**config.mk**
```make
export PLATFORM = sky130hd
export DESIGN_NAME = sync_point_table_core
export DESIGN_NICKNAME = d
export VERILOG_FILES = /design/src/rtl/spt_pkg.sv /design/src/rtl/sync_point_table_core.sv
export SDC_FILE = /design/constraint.sdc
export NUM_CORES = 2
export LEC_CHECK = 0
export BUFFER_PORTS_ARGS = -buffer_cell sky130_fd_sc_hd__buf_2
export CELL_PAD_IN_SITES_DETAIL_PLACEMENT = 1
export CELL_PAD_IN_SITES_GLOBAL_PLACEMENT = 2
export CORE_AREA = 2 2 549 551
export CTS_BUF_LIST = sky130_fd_sc_hd__clkbuf_16
export DETAILED_ROUTE_END_ITERATION = 12
export DIE_AREA = 0 0 551 553
export PLACE_DENSITY_LB_ADDON = 0.12
export SYNTH_ARGS = -nofsm -noshare
export SYNTH_HDL_FRONTEND = slang
export SYNTH_SLANG_ARGS = --single-unit
```
**constraint.sdc**
```tcl
create_clock -name i_clk -period 7.5 [get_ports i_clk]
set_input_delay 0.375 -clock i_clk [delete_from_list [all_inputs] [get_ports i_clk]]
set_output_delay 0.375 -clock i_clk [all_outputs]
set_load 0.05 [all_outputs]
```
**src/rtl/spt_pkg.sv**
```systemverilog
package spt_pkg;

    localparam int NUM_POINTS_DEF = 32;
    localparam int NUM_BASES_DEF  = 8;

    typedef enum logic [2:0] {
        FUNC_ALLOC = 3'd0,
        FUNC_FREE  = 3'd1,
        FUNC_ADD   = 3'd2,
        FUNC_SET   = 3'd3,
        FUNC_CHECK = 3'd4,
        FUNC_READ  = 3'd5
    } t_func;

    typedef enum logic [1:0] {
        ST_OK       = 2'd0,
        ST_NO_POINT = 2'd1,
        ST_NO_BASE  = 2'd2,
        ST_RANGE    = 2'd3
    } t_status;

    // register select is paddr[2]
    typedef enum logic {
        REG_POINTS = 1'b0,
        REG_BASES  = 1'b1
    } t_reg;

    typedef struct packed {
        t_func       func;
        logic [4:0]  slot;
        logic        want_base;
        logic        client_managed_request;
        logic [31:0] amount;
    } t_in;

    typedef struct packed {
        t_status     status;
        logic [4:0]  slot_out;
        logic [2:0]  base_out;
        logic        has_base_out;
        logic [31:0] current_value;
        logic [31:0] target_value;
        logic        expired;
    } t_out;

endpackage

```
**src/rtl/sync_point_table_core.sv**
```systemverilog
// channel | valid      | stall      | beat
// --------+------------+------------+--------------------
// in      | i_in_valid | o_in_stall | i_in_data  (t_in)
// out     | o_out_valid| i_out_stall| o_out_data (t_out)
// cfg     | APB write/read, points_in_use at 0x0, bases_in_use at 0x4
//
// One beat per cycle while o_in_stall is low: the table is read, updated and
// the result registered in the accept cycle, into the skid if the output stalls.
// A one-entry skid behind the result register absorbs one beat of output stall;
// o_in_stall rises only while that skid is full.
// Synchronous reset clears the table with point 0 reserved; no clearing pass.
module sync_point_table_core #(
    parameter int NUM_POINTS = spt_pkg::NUM_POINTS_DEF,
    parameter int NUM_BASES  = spt_pkg::NUM_BASES_DEF
) (
    input  logic          i_clk,
    input  logic          i_rst_n,
    input  logic          i_in_valid,
    output logic          o_in_stall,
    input  spt_pkg::t_in  i_in_data,
    output logic          o_out_valid,
    input  logic          i_out_stall,
    output spt_pkg::t_out o_out_data,
    input  logic          psel,
    input  logic          penable,
    input  logic          pwrite,
    input  logic [2:0]    paddr,
    input  logic [31:0]   pwdata,
    output logic [31:0]   prdata,
    output logic          pready
);

    localparam int PIW = (NUM_POINTS > 1) ? $clog2(NUM_POINTS) : 1;
    localparam int BIW = (NUM_BASES > 1) ? $clog2(NUM_BASES) : 1;

    logic [5:0]            r_points_in_use;
    logic [3:0]            r_bases_in_use;
    logic [NUM_POINTS-1:0] r_taken;
    logic [NUM_POINTS-1:0] r_client;
    logic [NUM_POINTS-1:0] r_has_base;
    logic [BIW-1:0]        r_base_idx [NUM_POINTS];
    logic [NUM_BASES-1:0]  r_base_taken;
    logic [31:0]           r_current [NUM_POINTS];
    logic [31:0]           r_target [NUM_POINTS];

    logic                  r_out_valid;
    spt_pkg::t_out         r_out;
    logic                  r_skid_valid;
    spt_pkg::t_out         r_skid;

    logic [5:0]     eff_points;
    logic [3:0]     eff_bases;
    logic           free_found;
    logic [PIW-1:0] free_idx;
    logic           base_found;
    logic [BIW-1:0] base_idx;
    logic           in_accept;
    logic           out_take;
    logic           out_room;
    logic           slot_bad;
    logic [PIW-1:0] idx;
    logic [31:0]    cur_rd;
    logic [31:0]    tgt_rd;
    logic [31:0]    cur_diff;
    logic [31:0]    tgt_diff;
    logic           alloc_ok;
    spt_pkg::t_out  res;

    assign pready = 1'b1;

    assign eff_points = (32'(r_points_in_use) > NUM_POINTS) ? 6'(NUM_POINTS) : r_points_in_use;
    assign eff_bases  = (32'(r_bases_in_use) > NUM_BASES) ? 4'(NUM_BASES) : r_bases_in_use;

    assign in_accept  = i_in_valid && !r_skid_valid;
    assign out_take   = r_out_valid && !i_out_stall;
    assign out_room   = !r_out_valid || out_take;
    assign o_in_stall = r_skid_valid;

    // lowest free point and lowest free base under the configured counts
    always_comb begin
        free_found = 1'b0;
        free_idx   = '0;
        for (int k = NUM_POINTS - 1; k >= 0; k--) begin
            if (!r_taken[k] && (k < int'(eff_points))) begin
                free_found = 1'b1;
                free_idx   = PIW'(k);
            end
        end
    end

    always_comb begin
        base_found = 1'b0;
        base_idx   = '0;
        for (int k = NUM_BASES - 1; k >= 0; k--) begin
            if (!r_base_taken[k] && (k < int'(eff_bases))) begin
                base_found = 1'b1;
                base_idx   = BIW'(k);
            end
        end
    end

    assign slot_bad = ({1'b0, i_in_data.slot} >= eff_points);
    assign idx      = (i_in_data.func == spt_pkg::FUNC_ALLOC) ? free_idx : PIW'(i_in_data.slot);
    assign cur_rd   = r_current[idx];
    assign tgt_rd   = r_target[idx];
    assign cur_diff = cur_rd - i_in_data.amount;
    assign tgt_diff = tgt_rd - i_in_data.amount;
    assign alloc_ok = free_found && (!i_in_data.want_base || base_found);

    always_comb begin
        res = '0;
        res.status        = spt_pkg::ST_OK;
        res.slot_out      = i_in_data.slot;
        res.has_base_out  = r_has_base[idx];
        res.base_out      = r_has_base[idx] ? 3'(r_base_idx[idx]) : 3'd0;
        res.current_value = cur_rd;
        res.target_value  = tgt_rd;
        res.expired       = 1'b0;
        unique case (i_in_data.func)
            spt_pkg::FUNC_ALLOC: begin
                res.slot_out     = 5'(free_idx);
                res.has_base_out = i_in_data.want_base;
                res.base_out     = i_in_data.want_base ? 3'(base_idx) : 3'd0;
            end
            spt_pkg::FUNC_FREE: begin
                res.has_base_out = 1'b0;
                res.base_out     = 3'd0;
            end
            spt_pkg::FUNC_ADD: begin
                res.target_value = tgt_rd + i_in_data.amount;
            end
            spt_pkg::FUNC_SET: begin
                res.current_value = i_in_data.amount;
            end
            spt_pkg::FUNC_CHECK: begin
                res.expired = r_client[idx] ? !cur_diff[31] : (tgt_diff >= cur_diff);
            end
            default: begin
            end
        endcase
        priority if (i_in_data.func == spt_pkg::FUNC_ALLOC && !free_found) begin
            res        = '0;
            res.status = spt_pkg::ST_NO_POINT;
        end else if (i_in_data.func == spt_pkg::FUNC_ALLOC && !alloc_ok) begin
            res        = '0;
            res.status = spt_pkg::ST_NO_BASE;
        end else if (i_in_data.func != spt_pkg::FUNC_ALLOC && slot_bad) begin
            res        = '0;
            res.status = spt_pkg::ST_RANGE;
        end else begin
        end
    end

    // configuration
    always_ff @(posedge i_clk) begin
        if (!i_rst_n) begin
            r_points_in_use <= 6'd32;
            r_bases_in_use  <= 4'd8;
        end else if (psel && penable && pwrite) begin
            unique case (spt_pkg::t_reg'(paddr[2]))
                spt_pkg::REG_POINTS: r_points_in_use <= pwdata[5:0];
                spt_pkg::REG_BASES:  r_bases_in_use  <= pwdata[3:0];
                default: begin
                end
            endcase
        end
    end

    always_comb begin
        unique case (spt_pkg::t_reg'(paddr[2]))
            spt_pkg::REG_POINTS: prdata = 32'(r_points_in_use);
            spt_pkg::REG_BASES:  prdata = 32'(r_bases_in_use);
            default:             prdata = '0;
        endcase
    end

    // table update
    always_ff @(posedge i_clk) begin
        if (!i_rst_n) begin
            r_taken      <= NUM_POINTS'(1);
            r_client     <= '0;
            r_has_base   <= '0;
            r_base_taken <= '0;
            for (int k = 0; k < NUM_POINTS; k++) begin
                r_base_idx[k] <= '0;
                r_current[k]  <= '0;
                r_target[k]   <= '0;
            end
        end else if (in_accept) begin
            unique case (i_in_data.func)
                spt_pkg::FUNC_ALLOC: begin
                    if (alloc_ok) begin
                        r_taken[idx]    <= 1'b1;
                        r_client[idx]   <= i_in_data.client_managed_request;
                        r_has_base[idx] <= i_in_data.want_base;
                        r_base_idx[idx] <= i_in_data.want_base ? base_idx : '0;
                        if (i_in_data.want_base) begin
                            r_base_taken[base_idx] <= 1'b1;
                        end
                    end
                end
                spt_pkg::FUNC_FREE: begin
                    if (!slot_bad) begin
                        if (r_has_base[idx]) begin
                            r_base_taken[r_base_idx[idx]] <= 1'b0;
                        end
                        r_taken[idx]    <= 1'b0;
                        r_client[idx]   <= 1'b0;
                        r_has_base[idx] <= 1'b0;
                        r_base_idx[idx] <= '0;
                    end
                end
                spt_pkg::FUNC_ADD: begin
                    if (!slot_bad) begin
                        r_target[idx] <= res.target_value;
                    end
                end
                spt_pkg::FUNC_SET: begin
                    if (!slot_bad) begin
                        r_current[idx] <= i_in_data.amount;
                    end
                end
                default: begin
                end
            endcase
        end
    end

    // result register and skid
    always_ff @(posedge i_clk) begin
        if (!i_rst_n) begin
            r_out_valid  <= 1'b0;
            r_skid_valid <= 1'b0;
        end else if (r_skid_valid) begin
            if (out_take) begin
                r_out_valid  <= 1'b1;
                r_skid_valid <= 1'b0;
            end
        end else if (out_room) begin
            r_out_valid <= in_accept;
        end else if (in_accept) begin
            r_skid_valid <= 1'b1;
        end
    end

    always_ff @(posedge i_clk) begin
        if (r_skid_valid) begin
            if (out_take) begin
                r_out <= r_skid;
            end
        end else if (in_accept) begin
            if (out_room) begin
                r_out <= res;
            end else begin
                r_skid <= res;
            end
        end
    end

    assign o_out_valid = r_out_valid;
    assign o_out_data  = r_out;

endmodule

```
### Word-level counts from Yosys, hierarchy flattened

Memories as Yosys holds them, arrays and structs flattened.
Cells that the tools add are included.

| word-level totals | value |
|---|---|
| register bits after elaboration | 268 |
| memory bits (writable) | 2144 |
| bits of input ports | 84 |
| output and inout bits | 111 |
| memories | 3 |

| cells by class | value |
|---|---|
| $add $sub $neg | 3 |
| order comparisons | 50 |
| eq/ne operators | 9 |
| mux-type cells | 160 |
| bitwise gates (word level) | 12 |
| reductions and logical operators | 115 |

Memories:

| name | words | bits a word | rd ports | clocked after Yosys merged registers in | write ports | line | RTL |
|---|---|---|---|---|---|---|---|
| r_current | 32 | 32 | 1 | 0 | 32 | sync_point_table_core.sv:43 | `logic [31:0] r_current [NUM_POINTS];` |
| r_target | 32 | 32 | 1 | 0 | 32 | sync_point_table_core.sv:44 | `logic [31:0] r_target [NUM_POINTS];` |
| r_base_idx | 32 | 3 | 1 | 0 | 32 | sync_point_table_core.sv:41 | `logic [BIW-1:0] r_base_idx [NUM_POINTS];` |

Operators by type and width:

| kind | count |
|---|---|
| 2-to-1 mux 76 bit | 7 |
| 2-to-1 mux 32 bit | 10 |
| one-hot mux 32 bit (2 select lines) | 4 |
| 2-to-1 mux 5 bit | 36 |
| bitwise AND 32 bit | 3 |
| less-than comparator 5 x 6 -> 1 bit (first input constant) | 16 |
| 2-to-1 mux 1 bit | 76 |
| bitwise mux 32 bit | 2 |
| OR reduction 32 bit | 2 |
| subtractor 32 bit | 2 |
| logical AND 1 bit | 51 |
| less-than comparator 4 x 6 -> 1 bit (first input constant) | 8 |
| zero test 1 bit | 47 |
| 2-to-1 mux 3 bit | 12 |
| adder 32 bit | 1 |
| >= comparator 32 bit | 1 |
| 2-to-1 mux 8 bit | 4 |
| NOT 32 bit | 1 |
| OR 32 bit | 1 |
| less-than comparator 3 x 6 -> 1 bit (first input constant) | 4 |
| less-than comparator 3 x 4 -> 1 bit (first input constant) | 4 |
| one-hot mux 8 bit (2 select lines) | 1 |
| less-than comparator 1 x 6 -> 1 bit (first input constant) | 2 |
| less-than comparator 2 x 6 -> 1 bit (first input constant) | 2 |
| 34 further kinds | 52 |

### Logic depth before layout (Yosys ltp)

An unclocked memory read counts as a cell.

| depth | value |
|---|---|
| word-level depth | 48 |
| mapped depth | 41 |
| depth with buffers taken out | 34 |

### Worst setup path after synthesis

OpenSTA, ideal clock, no wires.

| timing path | value |
|---|---|
| kind | input to register |
| start | in i_in_data[39] (netlist name) |
| end | reg r_out (netlist bit o_out_data[0]), data pin |
| setup time | 0.188 ns |
| arrival | 7.678 ns |
| required time | 7.312 ns |
| setup slack | -0.366 ns |
| stages on the path | 38 |
| path buffers | 6 |
| cells stage by stage | clkbuf_1 or3_1 or3_4 a211o_1 or3_1 buf_4 nand2_8 buf_6 buf_4 buf_2 buf_1 a211oi_1 o21ai_0 and4_1 and3_1 inv_1 ha_1 fa_1 (+2 left out) a21boi_0 o21ai_0 a21oi_1 a311oi_1 or3_1 a31oi_1 a311o_1 a31o_2 a21oi_1 xnor2_1 ha_1 nand4_1 nor2_1 nand2_1 or3_1 a21oi_1 nor3b_1 o41ai_1 |

| on the way | value |
|---|---|
| word-level cells in the longest chain between the ends | 13 |
| elaborated cells between the ends (all ways) | 23 |

Ends and longest elaborated chain:

| element | line | RTL |
|---|---|---|
| start, declared | sync_point_table_core.sv:20 | `input spt_pkg::t_in i_in_data,` |
| zero test 3 bit | sync_point_table_core.sv:103, sync_point_table_core.sv:141, sync_point_table_core.sv:144 |  |
| 2-to-1 mux 5 bit | sync_point_table_core.sv:103 | `assign idx = (i_in_data.func == spt_pkg::FUNC_ALLOC) ? free_idx : PIW'(i_in_data.slot);` |
| memory (32 x 32 bit), on equally long branches | - |  |
| subtractor 32 bit, on equally long branches | sync_point_table_core.sv:107, sync_point_table_core.sv:106 |  |
| >= comparator 32 bit or zero test 1 bit (tied branches) | sync_point_table_core.sv:136 | `res.expired = r_client[idx] ? !cur_diff[31] : (tgt_diff >= cur_diff);` |
| 2-to-1 mux 1 bit | sync_point_table_core.sv:136 |  |
| 2-to-1 mux 1 bit | sync_point_table_core.sv:119 | `unique case (i_in_data.func)` |
| 2-to-1 mux 76 bit | sync_point_table_core.sv:147 | `end else if (i_in_data.func != spt_pkg::FUNC_ALLOC && slot_bad) begin` |
| 2-to-1 mux 76 bit | sync_point_table_core.sv:144 | `end else if (i_in_data.func == spt_pkg::FUNC_ALLOC && !alloc_ok) begin` |
| 2-to-1 mux 76 bit * | sync_point_table_core.sv:141 | `priority if (i_in_data.func == spt_pkg::FUNC_ALLOC && !free_found) begin` |
| 2-to-1 mux 76 bit * | sync_point_table_core.sv:252 | `if (out_room) begin` |
| 2-to-1 mux 76 bit * | sync_point_table_core.sv:251 | `end else if (in_accept) begin` |
| 2-to-1 mux 76 bit * | sync_point_table_core.sv:247 | `if (r_skid_valid) begin` |
| end signal, assigned | sync_point_table_core.sv:249 | `r_out <= r_skid;` |
| end signal, assigned | sync_point_table_core.sv:253 | `r_out <= res;` |
| end, declared | sync_point_table_core.sv:47 | `spt_pkg::t_out r_out;` |

Mark *: on every way between the ends. The rest lies on a longest branch, timed or not. The select of a mux whose other input is x is not followed.
A chain may end at the register's enable or synchronous reset.

### Final worst setup path

| timing path | value |
|---|---|
| start | reg r_points_in_use[3] |
| end | reg r_out (netlist bit o_out_data[0]), data pin |

| on the way | value |
|---|---|
| word-level cells in the longest chain between the ends | 48 |
| elaborated cells between the ends (all ways) | 154 |

Ends and longest elaborated chain:

| element | line | RTL |
|---|---|---|
| start, declared | sync_point_table_core.sv:36 | `logic [5:0] r_points_in_use;` |
| start signal, assigned | sync_point_table_core.sv:161 | `spt_pkg::REG_POINTS: r_points_in_use <= pwdata[5:0];` |
| greater-than comparator 6 bit | sync_point_table_core.sv:71 | `assign eff_points = (32'(r_points_in_use) > NUM_POINTS) ? 6'(NUM_POINTS) : r_points_in_use;` |
| 2-to-1 mux 6 bit * | sync_point_table_core.sv:71 |  |
| less-than comparator 5 x 6 -> 1 bit | sync_point_table_core.sv:84 | `if (!r_taken[k] && (k < int'(eff_points))) begin` |
| logical AND 1 bit | sync_point_table_core.sv:84 |  |
| 2-to-1 mux 5 bit (32 in a row) | sync_point_table_core.sv:84 |  |
| 2-to-1 mux 5 bit | sync_point_table_core.sv:103 |  |
| memory (32 x 32 bit), on equally long branches | - |  |
| subtractor 32 bit, on equally long branches | sync_point_table_core.sv:107, sync_point_table_core.sv:106 |  |
| >= comparator 32 bit or zero test 1 bit (tied branches) | sync_point_table_core.sv:136 |  |
| 2-to-1 mux 1 bit | sync_point_table_core.sv:136 |  |
| 2-to-1 mux 1 bit | sync_point_table_core.sv:119 |  |
| 2-to-1 mux 76 bit | sync_point_table_core.sv:147 |  |
| 2-to-1 mux 76 bit | sync_point_table_core.sv:144 |  |
| 2-to-1 mux 76 bit * | sync_point_table_core.sv:141 |  |
| 2-to-1 mux 76 bit * | sync_point_table_core.sv:252 |  |
| 2-to-1 mux 76 bit * | sync_point_table_core.sv:251 |  |
| 2-to-1 mux 76 bit * | sync_point_table_core.sv:247 |  |

Marked as above.

==> out/results.txt <==
Most common cell after layout, fill and taps aside = edfxtp_1
Peak Freq = 0.122 GHz
Critical path capture point type = flop
Data arrival time of the worst path = 8.80 ns
CTS sink cnt = 2412
Area Growth Syn to Fin = 22.4%
Peak VDD IR = 0.000190 V
Hold path cells = 3
Layout cells sized above 1 = 0.207
R2r startpoint = r_points_in_use[3]
Reg2reg setup slack = -0.68 ns
Die Y = 553 um
Synth area leaders = edfxtp_1, nor3_1, nor2_1, nand2_1, a211oi_1
Die X = 551 um
Run status = complete, but fails checks
Clk pin slew, worst setup/hold paths = 0.06 ns
Cell variety after synth = 96
Critical Path Start Type = flop
Largest net degree at the start of global routing = 100
Clk root buf = clkbuf_16
Initial DRC count = 11900
Actual slew at the worst max-slew pin = 1.53 ns
Row count = 201
CP max stage delay = 0.38 ns
Total number of vias = 100000
Routed Wire Length = 565 mm
Synth top area share = 0.593
Top_reg_cell synth = edfxtp_1
Slowest-stage cell, CP = dfxtp_1
Total number of yosys warnings = 0
Final Critical Period = 8.18 ns
GPL Wtd Cong = 0.937
Layout Skew = 0.0707 ns
DRC violations left = 0
Layout Nets = 11900
Worst skew pair latency = 0.97 ns
Hold slack final = 0.0397 ns
TritonCTS clock tree = built
Pre-antenna DRT Iters = 8
GR Util All Layers = 0.361
Setup slack after layout = -0.680 ns
Clock Tree Buf Depth = 4
Overflow after GRT = 0
HP Start = i_in_data[2]
Setup TNS = -1.33 ns
Static Leak = 52.6 nW
WP data required = 8.12 ns
Area leader, netlist = edfxtp_1
Vias in the first global route = 100000
P per Cell Area = 256 nW/um^2
Overall power = 36.4 mW
Initial Util = 0.389
Yosys reg bits = 2412
Fin crit share = 1.09
Core area = 299000 um^2
CP most frequent cell = buf_4
Gate Count Post-Synth = 11000
Port bufs = 139
Post-route ant nets = 0
Hold Crit Endpoint = r_skid[35]
Reg2Reg Depth = 38
Avg Cell Area, Syn = 10.6 um^2
Total die area = 305000 um^2
First-pass GRT wire length = 783 mm
Avg Vias per Cell = 6.33
R2R Path End = o_out_data[0]
Setup-failing EPs final = 2
Hold/Removal Path Class = input port to flop
CTS HTree Levels = 5
Most frequent cells in the layout = edfxtp_1, nor2_1, buf_4, nor3_1, nand2_1
Crit Path Max Fanout = 24
Rel. slew slack = -0.0302
CTS Buf Count = 283
Post-place setup slack = -1.85 ns
Initial antenna violation count = 25
Final Max Tran Viols = 2
Final Hold Viols = 0
Post-synth ARST share = 0
Max cap viols = 1
Wire per inst = 35.6 um
Sequential fraction of the synthesis area = 0.613
I/O pins = 195
Post-synth EDFFs = 2296
DPL Wire Length = 356 mm
Post-Syn Area = 116000 um^2
Setup CP Type = flop to flop
RSZ-0062 raised after global routing = true
Failing checks = capacitance limit, slew limit, setup timing
Core Util, Final = 0.476
-- sequential cells by signal, indices dropped and copies added, names as in the netlist, named ones only --
name and flops:
o_in_stall 1, o_out_data 76, o_out_valid 1, r_base_idx 96
r_base_taken 8, r_bases_in_use 4, r_client 32, r_current 1024
r_has_base 32, r_points_in_use 6, r_skid 76, r_target 1024
-- how the worst max path moves through the flow --
stage | slack, ns | cells past startpoint | start | to
floorplan | 0.007 | 35 | i_in_data[41] | o_out_data[0]
global placement | -1.88 | 37 | r_points_in_use[2] | o_out_data[0]
detailed placement | -1.85 | 37 | r_points_in_use[2] | o_out_data[0]
CTS | -0.54 | 34 | r_points_in_use[5] | o_out_data[0]
global route | -0.83 | 40 | r_points_in_use[5] | o_out_data[0]
finish | -0.68 | 38 | r_points_in_use[3] | o_out_data[0]
-- Yosys cell counts, drive strengths merged, types with 15 or more instances --
cell type,count
nand4,27
nor3,1112
and2,20
o31ai,24
mux2i,70
nor2,1343
or3,27
o21bai,19
a31oi,250
inv,108
nor4,26
nand2,1070
nor2b,24
a21o,42
xnor2,50
edfxtp,2296
o21ai,517
buf,543
o211ai,15
nand3,646
nand2b,22
dfxtp,116
a31o,23
a21oi,420
a311oi,71
o21a,16
o22ai,85
and3,441
xor2,29
mux2,41
a211oi,457
clkbuf,678
ha,130
or4,20
o221ai,17
a221oi,19
-- what timing repair did --
action                     in CTS  in global routing
pin swaps                      75                 78
buffers inserted               67                 39
resized for setup             256                199
hold endpoints to repair       22                  0
cloned                         21                 12
setup endpoints to repair     780                367
hold buffers                   23                  0
-- per-stage QoR --
stage / instance area, um^2 / std cells
floorplan: 116000 / 11000
global placement: 129000 / 15200
detailed placement: 129000 / 15200
CTS: 141000 / 15800
global route: 142000 / 15800
finish: 142000 / 15900
-- critical path, delay by kind of cell (launching register included) --
| family | cells | cell delay, ns |
|---|---|---|
| buffers and inverters | 12 | 2.14 |
| AND/OR/NAND/NOR | 6 | 1.10 |
| XOR/XNOR | 1 | 0.20 |
| AO/OA/AOI/OAI | 17 | 3.55 |
| flip-flops | 1 | 0.38 |
| adder cells (fa/ha/maj) | 2 | 0.47 |
-- power breakdown --
part | switching, mW | leakage, nW | internal, mW
sequential | 0.155 | 24.5 | 15.2
combinational | 4.89 | 23.6 | 2.68
clock | 5.98 | 4.50 | 7.48
total | 11.0 | 52.6 | 25.4
-- cell type report --
cell class / count / area [um^2]
Multi-Input combinational cell: 7242 / 41400
Timing Repair Buffer: 1621 / 15300
Inverter: 111 / 430
Sequential cell: 2412 / 71300
Antenna cell: 12 / 30.0
Clock inverter: 218 / 1640
Tap cell: 3958 / 4950
Fill cell: 31900 / 157000
Clock buffer: 284 / 7110
-- kinds of logic after synthesis --
kind of cell | count (synthesis) | share of synthesized area
XOR/XNOR | 80 | 0.00621
multiplexers | 112 | 0.0102
buffers and inverters | 1332 | 0.0510
AO/OA/AOI/OAI | 2079 | 0.115
adder cells (fa/ha/maj) | 133 | 0.0145
flip-flops | 2412 | 0.613
other | 2 | 0.0000646
AND/OR/NAND/NOR | 4811 | 0.190
-- layer usage --
layer | GRT usage | share of wire | vias to the layer above
met5 | 0 | 0.00014 | -
met1 | 0.469 | 0.39 | 52300
li1 | - | - | 41800
met3 | 0.0632 | 0.082 | 1303
met2 | 0.578 | 0.46 | 5045
met4 | 0.186 | 0.060 | 14
Power figures use the tool's default switching activity.
